**config.mk**
```make
export PLATFORM = sky130hd
export DESIGN_NAME = linear_range_map_unit
export DESIGN_NICKNAME = d
export VERILOG_FILES = /design/src/sv/lrm_pkg.sv /design/src/sv/linear_range_map_unit.sv
export SDC_FILE = /design/constraint.sdc
export NUM_CORES = 2
export LEC_CHECK = 0
export BUFFER_PORTS_ARGS = -buffer_cell sky130_fd_sc_hd__buf_2
export CAP_MARGIN = 20
export CORE_ASPECT_RATIO = 0.5
export CORE_MARGIN = 2
export CORE_UTILIZATION = 55
export CTS_CLUSTER_DIAMETER = 150
export CTS_CLUSTER_SIZE = 12
export DETAILED_ROUTE_END_ITERATION = 10
export PLACE_DENSITY = 0.71
export SYNTH_ARGS = -nofsm -noshare
export SYNTH_HDL_FRONTEND = slang
export SYNTH_SLANG_ARGS = --single-unit
```
**constraint.sdc**
```tcl
create_clock -name aclk -period 21.6 [get_ports aclk]
set_input_delay 2.16 -clock aclk [delete_from_list [all_inputs] [get_ports aclk]]
set_output_delay 2.16 -clock aclk [all_outputs]
set_load 0.05 [all_outputs]
```
**src/sv/lrm_pkg.sv**
```systemverilog
`timescale 1ns / 1ps
`default_nettype none
// ----------------------------------------------------------------------------
// Linear range map package
// Widths, register indexes, the pipeline stage record and the divider step
// shared by the linear range map unit.
// ----------------------------------------------------------------------------
package lrm_pkg;

    // Field and register widths.
    localparam int READING_W = 32;
    localparam int MAP_W     = 16;
    localparam int CFG_W     = 16;
    localparam int CFG_IDX_W = 2;

    // Divider organization: quotient bits resolved per stage and stage count.
    localparam int DIV_BITS_PER_STAGE = 4;
    localparam int DIV_STAGES         = READING_W / DIV_BITS_PER_STAGE;

    // Stage roles inside the pipeline array.
    localparam int STG_OFFSET    = 0;
    localparam int STG_PRODUCT   = 1;
    localparam int STG_MAGNITUDE = 2;
    localparam int STG_DIV_FIRST = 3;
    localparam int PIPE_STAGES   = STG_DIV_FIRST + DIV_STAGES;

    // Configuration register indexes.
    localparam logic [CFG_IDX_W-1:0] REG_SOURCE_LOW  = 2'd0;
    localparam logic [CFG_IDX_W-1:0] REG_SOURCE_HIGH = 2'd1;
    localparam logic [CFG_IDX_W-1:0] REG_TARGET_LOW  = 2'd2;
    localparam logic [CFG_IDX_W-1:0] REG_TARGET_HIGH = 2'd3;

    // Reset values of the configuration registers.
    localparam logic [CFG_W-1:0] SOURCE_LOW_RST  = 16'd0;
    localparam logic [CFG_W-1:0] SOURCE_HIGH_RST = 16'd1;
    localparam logic [CFG_W-1:0] TARGET_LOW_RST  = 16'd0;
    localparam logic [CFG_W-1:0] TARGET_HIGH_RST = 16'd1;

    // One pipeline stage. The word holds the offset, then the product, then
    // the dividend whose low bits fill with quotient bits as division runs.
    typedef struct packed {
        logic [READING_W-1:0] word;
        logic [CFG_W-1:0]     rem;
        logic                 neg;
    } stage_t;

    // Several restoring division steps on the dividend word and the partial
    // remainder. The remainder stays below the divisor magnitude when that is nonzero.
    function automatic stage_t div_stage(input stage_t cur, input logic [CFG_W-1:0] dmag);
        stage_t        res;
        logic [CFG_W:0] trial;
        logic          qbit;
        res = cur;
        for (int k = 0; k < DIV_BITS_PER_STAGE; k++) begin
            trial = {res.rem, res.word[READING_W-1]};
            qbit  = (trial >= {1'b0, dmag});
            if (qbit) begin
                trial = trial - {1'b0, dmag};
            end
            res.rem  = trial[CFG_W-1:0];
            res.word = {res.word[READING_W-2:0], qbit};
        end
        return res;
    endfunction

endpackage
`default_nettype wire

```
**src/sv/linear_range_map_unit.sv**
```systemverilog
`timescale 1ns / 1ps
`default_nettype none
// Stages from input item accept to m_tvalid: offset, multiply, magnitude,
// eight divider stages of four quotient bits each, output stage. Throughput:
// one item per cycle unless the output stalls; every stage hands on whenever
// the next one is empty or moving, so bubbles collapse and a stalled output
// holds in place. Reset (aresetn low, synchronous) empties the pipeline and
// sets the ranges to source 0..1 and target 0..1.
// ----------------------------------------------------------------------------
// Linear range map unit
// Maps a 32-bit reading from a configured input range onto a configured
// output range with a pipelined multiply and signed restoring division.
// ----------------------------------------------------------------------------
module linear_range_map_unit
    import lrm_pkg::*;
(
    input  wire logic                 aclk,
    input  wire logic                 aresetn,
    // Configuration write port.
    input  wire logic                 cfg_we,
    input  wire logic [CFG_IDX_W-1:0] cfg_addr,
    input  wire logic [CFG_W-1:0]     cfg_wdata,
    // Input channel.
    input  wire logic                 s_tvalid,
    output logic                      s_tready,
    input  wire logic [READING_W-1:0] s_tdata,   // [31:0] reading
    // Result channel.
    output logic                      m_tvalid,
    input  wire logic                 m_tready,
    output logic [MAP_W-1:0]          m_tdata,   // [15:0] mapped
    output logic                      m_tuser    // [0] zero_span
);

    // Configuration registers.
    logic [CFG_W-1:0] source_low_reg;
    logic [CFG_W-1:0] source_high_reg;
    logic [CFG_W-1:0] target_low_reg;
    logic [CFG_W-1:0] target_high_reg;

    // Pipeline registers.
    stage_t              pipe_reg  [PIPE_STAGES];
    stage_t              pipe_next [PIPE_STAGES];
    logic [PIPE_STAGES-1:0] vld_reg;
    logic [PIPE_STAGES:0]   stg_rdy;

    // Output register.
    logic             out_vld_reg;
    logic [MAP_W-1:0] mapped_reg;
    logic [MAP_W-1:0] mapped_next;
    logic             zero_span_reg;

    // Derived range values; the user must change configuration only while the block is idle (not enforced here).
    logic [CFG_W-1:0]     span_in;
    logic [CFG_W-1:0]     span_out;
    logic [CFG_W-1:0]     div_mag;
    logic                 span_zero;
    logic [READING_W-1:0] low_ext;
    logic [READING_W-1:0] span_out_ext;
    logic [READING_W-1:0] prod_word;
    logic [MAP_W-1:0]     quot_low;

    assign span_in      = source_high_reg - source_low_reg;
    assign span_out     = target_high_reg - target_low_reg;
    assign span_zero    = (span_in == '0);
    assign div_mag      = span_in[CFG_W-1] ? (~span_in + 1'b1) : span_in;
    assign low_ext      = {{(READING_W-CFG_W){source_low_reg[CFG_W-1]}}, source_low_reg};
    assign span_out_ext = {{(READING_W-CFG_W){span_out[CFG_W-1]}}, span_out};

    // Ready chain: a stage may load when it is empty or its item moves on.
    always_comb begin
        stg_rdy[PIPE_STAGES] = !out_vld_reg || m_tready;
        for (int i = PIPE_STAGES - 1; i >= 0; i--) begin
            stg_rdy[i] = !vld_reg[i] || stg_rdy[i+1];
        end
    end

    assign s_tready = stg_rdy[0];

    // Next payload of every stage, computed from the input or the stage before it.
    always_comb begin
        // Offset of the reading from the low end of the input range.
        pipe_next[STG_OFFSET].word = s_tdata - low_ext;
        pipe_next[STG_OFFSET].rem  = '0;
        pipe_next[STG_OFFSET].neg  = 1'b0;

        // Product wrapped to 32 bits.
        prod_word                   = pipe_reg[STG_OFFSET].word * span_out_ext;
        pipe_next[STG_PRODUCT].word = prod_word;
        pipe_next[STG_PRODUCT].rem  = '0;
        pipe_next[STG_PRODUCT].neg  = 1'b0;

        // Magnitude of the signed product and sign of the quotient.
        pipe_next[STG_MAGNITUDE].word = pipe_reg[STG_PRODUCT].word[READING_W-1]
                                      ? (~pipe_reg[STG_PRODUCT].word + 1'b1)
                                      : pipe_reg[STG_PRODUCT].word;
        pipe_next[STG_MAGNITUDE].rem  = '0;
        pipe_next[STG_MAGNITUDE].neg  = pipe_reg[STG_PRODUCT].word[READING_W-1]
                                      ^ span_in[CFG_W-1];

        // Divider stages.
        for (int s = 0; s < DIV_STAGES; s++) begin
            pipe_next[STG_DIV_FIRST+s] = div_stage(pipe_reg[STG_DIV_FIRST+s-1], div_mag);
        end
    end

    // Final sign, offset into the target range and zero span override.
    always_comb begin
        quot_low = pipe_reg[PIPE_STAGES-1].word[MAP_W-1:0];
        if (pipe_reg[PIPE_STAGES-1].neg) begin
            quot_low = ~quot_low + 1'b1;
        end
        mapped_next = span_zero ? '0 : (quot_low + target_low_reg);
    end

    // Configuration writes.
    always_ff @(posedge aclk) begin
        if (!aresetn) begin
            source_low_reg  <= SOURCE_LOW_RST;
            source_high_reg <= SOURCE_HIGH_RST;
            target_low_reg  <= TARGET_LOW_RST;
            target_high_reg <= TARGET_HIGH_RST;
        end else if (cfg_we) begin
            case (cfg_addr)
                REG_SOURCE_LOW:  source_low_reg  <= cfg_wdata;
                REG_SOURCE_HIGH: source_high_reg <= cfg_wdata;
                REG_TARGET_LOW:  target_low_reg  <= cfg_wdata;
                REG_TARGET_HIGH: target_high_reg <= cfg_wdata;
                default: ;
            endcase
        end
    end

    // Valid bits travel with the items.
    always_ff @(posedge aclk) begin
        if (!aresetn) begin
            vld_reg     <= '0;
            out_vld_reg <= 1'b0;
        end else begin
            if (stg_rdy[0]) begin
                vld_reg[0] <= s_tvalid;
            end
            for (int i = 1; i < PIPE_STAGES; i++) begin
                if (stg_rdy[i]) begin
                    vld_reg[i] <= vld_reg[i-1];
                end
            end
            if (stg_rdy[PIPE_STAGES]) begin
                out_vld_reg <= vld_reg[PIPE_STAGES-1];
            end
        end
    end

    // Payload registers load alongside their valid bits.
    always_ff @(posedge aclk) begin
        for (int i = 0; i < PIPE_STAGES; i++) begin
            if (stg_rdy[i]) begin
                pipe_reg[i] <= pipe_next[i];
            end
        end
        if (stg_rdy[PIPE_STAGES]) begin
            mapped_reg    <= mapped_next;
            zero_span_reg <= span_zero;
        end
    end

    assign m_tvalid = out_vld_reg;
    assign m_tdata  = mapped_reg;
    assign m_tuser  = zero_span_reg;

endmodule
`default_nettype wire

```
# After elaboration in Yosys (flattened, before gate mapping)
# Memories as Yosys holds them, arrays and structs flattened.
# Cells that the tools add are included.
[totals]
ramBits = 539
wordCells = 185
in_bits = 55
out_inout_bits = 19
ff_bits = 93
n_memories = 1
[op_classes]
eq_ne = 3
n_reduce_logical = 30
magnitude_cmp = 32
n_bitwise = 4
n_mux = 57
multipliers = 1
n_addsub = 39
[mem_list]
columns = ["memory", "words", "word_bits", "read_ports", "rd_ports_with_merged_regs", "write_ports", "line", "text"]
rows = [
  ["pipe_reg", 11, 49, 11, 0, 11, "linear_range_map_unit.sv:41", "stage_t pipe_reg [PIPE_STAGES];"],
]
[ops]
columns = ["cell", "count"]
rows = [
  [">= comparator 17 x 16 -> 1 bit", 32],
  ["two-way mux 16 bit", 34],
  ["subtractor 16 bit", 34],
  ["adder 16 x 1 -> 16 bit, second input constant", 2],
  ["adder 32 x 1 -> 32 bit, second input constant", 1],
  ["multiplier 32 x 16 -> 32 bit", 1],
  ["two-way mux 32 bit", 1],
  ["inverter 16 bit", 2],
  ["inverter 32 bit", 1],
  ["subtractor 32 bit", 1],
  ["two-way mux 1 bit", 22],
  ["adder 16 bit", 1],
  ["logical NOT 16 bit", 1],
  ["logical NOT 1 bit", 12],
  ["logical OR 1 bit", 12],
  ["AND reduction 2 bit", 4],
  ["== test 2 bit, second input constant", 2],
  ["== test 2 x 1 -> 1 bit, second input constant", 1],
  ["logical NOT 2 bit", 1],
  ["XOR 1 bit", 1],
]

# Depth between registers and ports, before layout
[depth]
ltp_word = 15
ltp_mapped = 84
mapped_depth_nobuf = 80

# Worst setup path after synthesis
# OpenSTA, ideal clock, no wires.
[synth_timing]
kind = "register to register"
startpoint = "reg source_low_reg[8]"
endpoint = "mem pipe_reg[5][13] (netlist bit), data pin"
synth_period_minus_slack_ps = 18125
required_ps = 21338
path_slack_ps = 3475
arrival_ps = 17863
setup_ps = 262
path_buffers = 7
stages_incl_launch_ff = 80
cell_sequence = "dfxtp_1 -> inv_1 -> ha_1 -> a21oi_2 -> o21ai_1 -> or3_1 -> o21ai_2 -> mux2_4 -> nand2_1 -> buf_2 -> nor2_1 -> a21oi_1 -> ha_1 -> nor2b_1 -> o21ai_0 -> a21boi_0 -> o21ai_0 -> a21boi_0 -> [... 44 more ...] -> nor2b_1 -> o21ai_0 -> a21boi_0 -> o21ai_0 -> a21boi_0 -> o21ai_0 -> a21boi_0 -> o21ai_0 -> nand2b_1 -> a21o_1 -> a21oi_1 -> nor2_1 -> a21o_1 -> a31oi_1 -> o21ai_1 -> nor2_4 -> buf_6 -> mux2_1"
[synth_lines]
columns = ["element", "line", "text"]
rows = [
  ["start, declared", "linear_range_map_unit.sv:35", "logic [CFG_W-1:0] source_low_reg;"],
  ["start signal, assigned", "linear_range_map_unit.sv:124", "REG_SOURCE_LOW: source_low_reg <= cfg_wdata;"],
  ["end, declared", "linear_range_map_unit.sv:41", ""],
]

==> load_flow_metrics.sql <==
INSERT INTO impl_metrics (metric_group, metric, value, unit) VALUES
('worst_setup_path', 'crit_path_start_kind', 'register', ''),
('floorplan', 'die_x', '465', 'µm'),
('placement', 'io_buffers', '73', ''),
('job', 'maxCapViolations', '0', ''),
('worst_setup_path', 'cp_data_arrival_time', '18.88', 'ns'),
('synthesis', 'synth_commonest_cells', 'sky130_fd_sc_hd__nand2_1, sky130_fd_sc_hd__inv_1, sky130_fd_sc_hd__ha_1', ''),
('synthesis', 'synth.yosys.warnings', '0', ''),
('layout', 'fin_nets', '7778', ''),
('clock_tree', 'tritoncts', 'built', ''),
('worst_setup_path', 'maximum_fanout_along_the_worst_path', '20', ''),
('synthesis', 'async_flop_share', '0', '%'),
('worst_setup_path', 'cp-end-kind', 'register', ''),
('timing', 'rsz0062_at_grt', 'false', ''),
('synthesis', 'synthesis.instances', '6724', ''),
('global_route', 'grt_max_degree', '77', ''),
('synthesis', 'synth_area', '0.0585', 'mm²'),
('floorplan', 'initial_utilization', '55.6', '%'),
('placement', 'dp.final_hpwl', '129000', 'µm'),
('worst_setup_path', 'cp_top_family', 'compound AO/OA/AOI/OAI gates', ''),
('drt', 'drt_iter0_drc', '4031', ''),
('synthesis', 'yosysUniqueCellTypes', '123', ''),
('worst_setup_path', 'critical_path.most_common_cell', 'sky130_fd_sc_hd__o21ai_0', ''),
('timing', 'timing_worst_slew_pin_value', '1.11', 'ns'),
('clock_tree', 'clock_insertion_delay_worst_skew', '0.66', 'ns'),
('global_route', 'global_route_wire_length_before_repair', '265000', 'µm'),
('timing', 'setup_tns', '0', 'ns'),
('placement', 'post-place-cells', '8107', ''),
('floorplan', 'pin_count', '74', ''),
('clock_tree', 'clk_pin_slew_worst_paths', '0.07', 'ns'),
('drt', 'avgViaCountPerCell', '6.03', ''),
('timing', 'final_max_slew_viol_count', '0', ''),
('placement', 'gp_congestion', '0.969', ''),
('floorplan', 'coreArea', '0.105', 'mm²'),
('worst_setup_path', 'cp_slowest_cell', 'sky130_fd_sc_hd__nor3_2', ''),
('clock_tree', 'post-cts-setup-buffer-count', '0', ''),
('synthesis', 'most_common_cell_in_the_netlist', 'sky130_fd_sc_hd__nand2_1', ''),
('clock_tree', 'numCtsBuffers', '44', ''),
('synthesis', 'yosys-top-cells-area', 'sky130_fd_sc_hd__edfxtp_1, sky130_fd_sc_hd__ha_1, sky130_fd_sc_hd__fa_1', ''),
('synthesis', 'synth_edf_count', '386', ''),
('drt', 'detail_route.drc_violations', '0', ''),
('clock_tree', 'cts_num_sinks', '462', ''),
('clock_tree', 'h_tree_lvls', '2', ''),
('timing', 'clock_skew', '0.0481', 'ns'),
('synthesis', 'synth.largest_area_cell', 'sky130_fd_sc_hd__edfxtp_1', ''),
('synthesis', 'synth_area_per_cell', '8.70', 'µm²'),
('worst_setup_path', 'critical_path.max_stage_delay', '0.70', 'ns'),
('synthesis', 'ys.flop_type', 'sky130_fd_sc_hd__edfxtp_1', ''),
('drt', 'routed-via-count', '49300', ''),
('min_path', 'hold_path_class', 'register to register', ''),
('floorplan', 'die_y', '235', 'µm'),
('synthesis', 'synth.net_count', '7764', ''),
('floorplan', 'die_area', '0.109', 'mm²'),
('layout', 'area.growth.synth_to_final', '5.87', '%'),
('clock_tree', 'clock_tree.root_cell', 'sky130_fd_sc_hd__clkbuf_16', ''),
('drt', 'detail_routed_net_length_per_standard_cell', '20.6', 'µm'),
('worst_setup_path', 'critPathBufInv', '6', ''),
('worst_setup_path', 'critPathKind', 'register to register', ''),
('synthesis', 'synth.ff_latch_count', '462', ''),
('drt', 'firstDrtPassIters', '6', ''),
('worst_setup_path', 'cp.required', '21.97', 'ns'),
('timing', 'final_worst_path_period_share', '85.7', '%'),
('timing', 'maxSlewHeadroom', '25.9', '%'),
('clock_tree', 'cts_hold_repair.buffers', '0', ''),
('clock_tree', 'ctsLongestPathBuffers', '3', ''),
('worst_setup_path', 'r2r_slack', '3.10', 'ns'),
('layout', 'insertedDiodeCount', '0', ''),
('layout', 'layout-drive-gt1-share', '6.74', '%'),
('floorplan', 'floorplan.rows', '84', ''),
('synthesis', 'synth_top_area_share', '19.8', '%'),
('outcome', 'status', 'finished, final reports clean', ''),
('global_route', 'grt_antenna_before_repair', '2', '');
logic make-up (layout without fill, tap and decap cells):
family                   Yosys count  in the layout  synth area share (%)
multiplexers                     203            203                  3.97
AO/OA/AOI/OAI                   1552           1552                  17.4
AND/OR/NAND/NOR                 2055           2055                  16.7
XOR/XNOR                         478            478                  7.29
adder cells (fa/ha/maj)         1010           1010                  25.9
buffers and inverters            964            990                  6.38
flip-flops                       462            462                  22.4
layout by cell type (no fill, tap or decap), drive strengths merged, types with 83 or more instances in the layout:
master  instances
a21oi         404
o21ai         381
fa            338
nor3           85
and2          162
nor2b         132
nand2         807
mux2          147
nor2          435
inv           784
a21boi        155
ha            647
buf           147
edfxtp        386
xor2          102
nand3          83
a21o          114
xnor2         372
path summary, 6_finish.rpt:
path                             startpoint                         end  cells past startpoint
max          source_low_reg[8]$_SDFFE_PN0P_  pipe_reg[10][17]$_DFFE_PP_                     79
min               pipe_reg[3][25]$_DFFE_PP_   pipe_reg[4][29]$_DFFE_PP_                      0
max reg2reg  source_low_reg[8]$_SDFFE_PN0P_  pipe_reg[10][17]$_DFFE_PP_                     79
min reg2reg       pipe_reg[3][25]$_DFFE_PP_   pipe_reg[4][29]$_DFFE_PP_                      0
cell type report:
| class | count | area (µm²) |
|---|---|---|
| repair buffers | 147 | 987 |
| clock buffers | 54 | 1140 |
| clock inverters | 4 | 88.8 |
| multi-input cells | 5298 | 41900 |
| well taps | 1419 | 1780 |
| flip-flops and latches | 462 | 13100 |
| inverters | 785 | 2960 |
| fillers | 9209 | 43400 |
routing by layer:
layer,track usage (%),vias to the layer above,routed length (µm)
li1,-,23400,-
met1,41.2,23700,72500
met2,49.1,1765,75800
met3,4.62,352,13200
met4,11.0,2,6420
met5,0,-,13
per-stage QoR:
stage | hold slack, ns | utilization (%) | cell area (µm²) | setup WS [ns]
2_1_floorplan | 0.400 | - | 58500 | 3.48
3_3_place_gp | 0.402 | 57.6 | 60700 | 4.00
3_5_place_dp | 0.405 | 57.6 | 60700 | 3.50
4_1_cts | 0.386 | 58.8 | 61900 | 3.38
5_1_grt | 0.389 | 58.8 | 61900 | 1.23
6_report | 0.385 | 58.8 | 61900 | 3.10
Power is left out: the tool's default activity adds up to more than one toggle a clock period on the data nets, which glitch-free logic cannot reach.
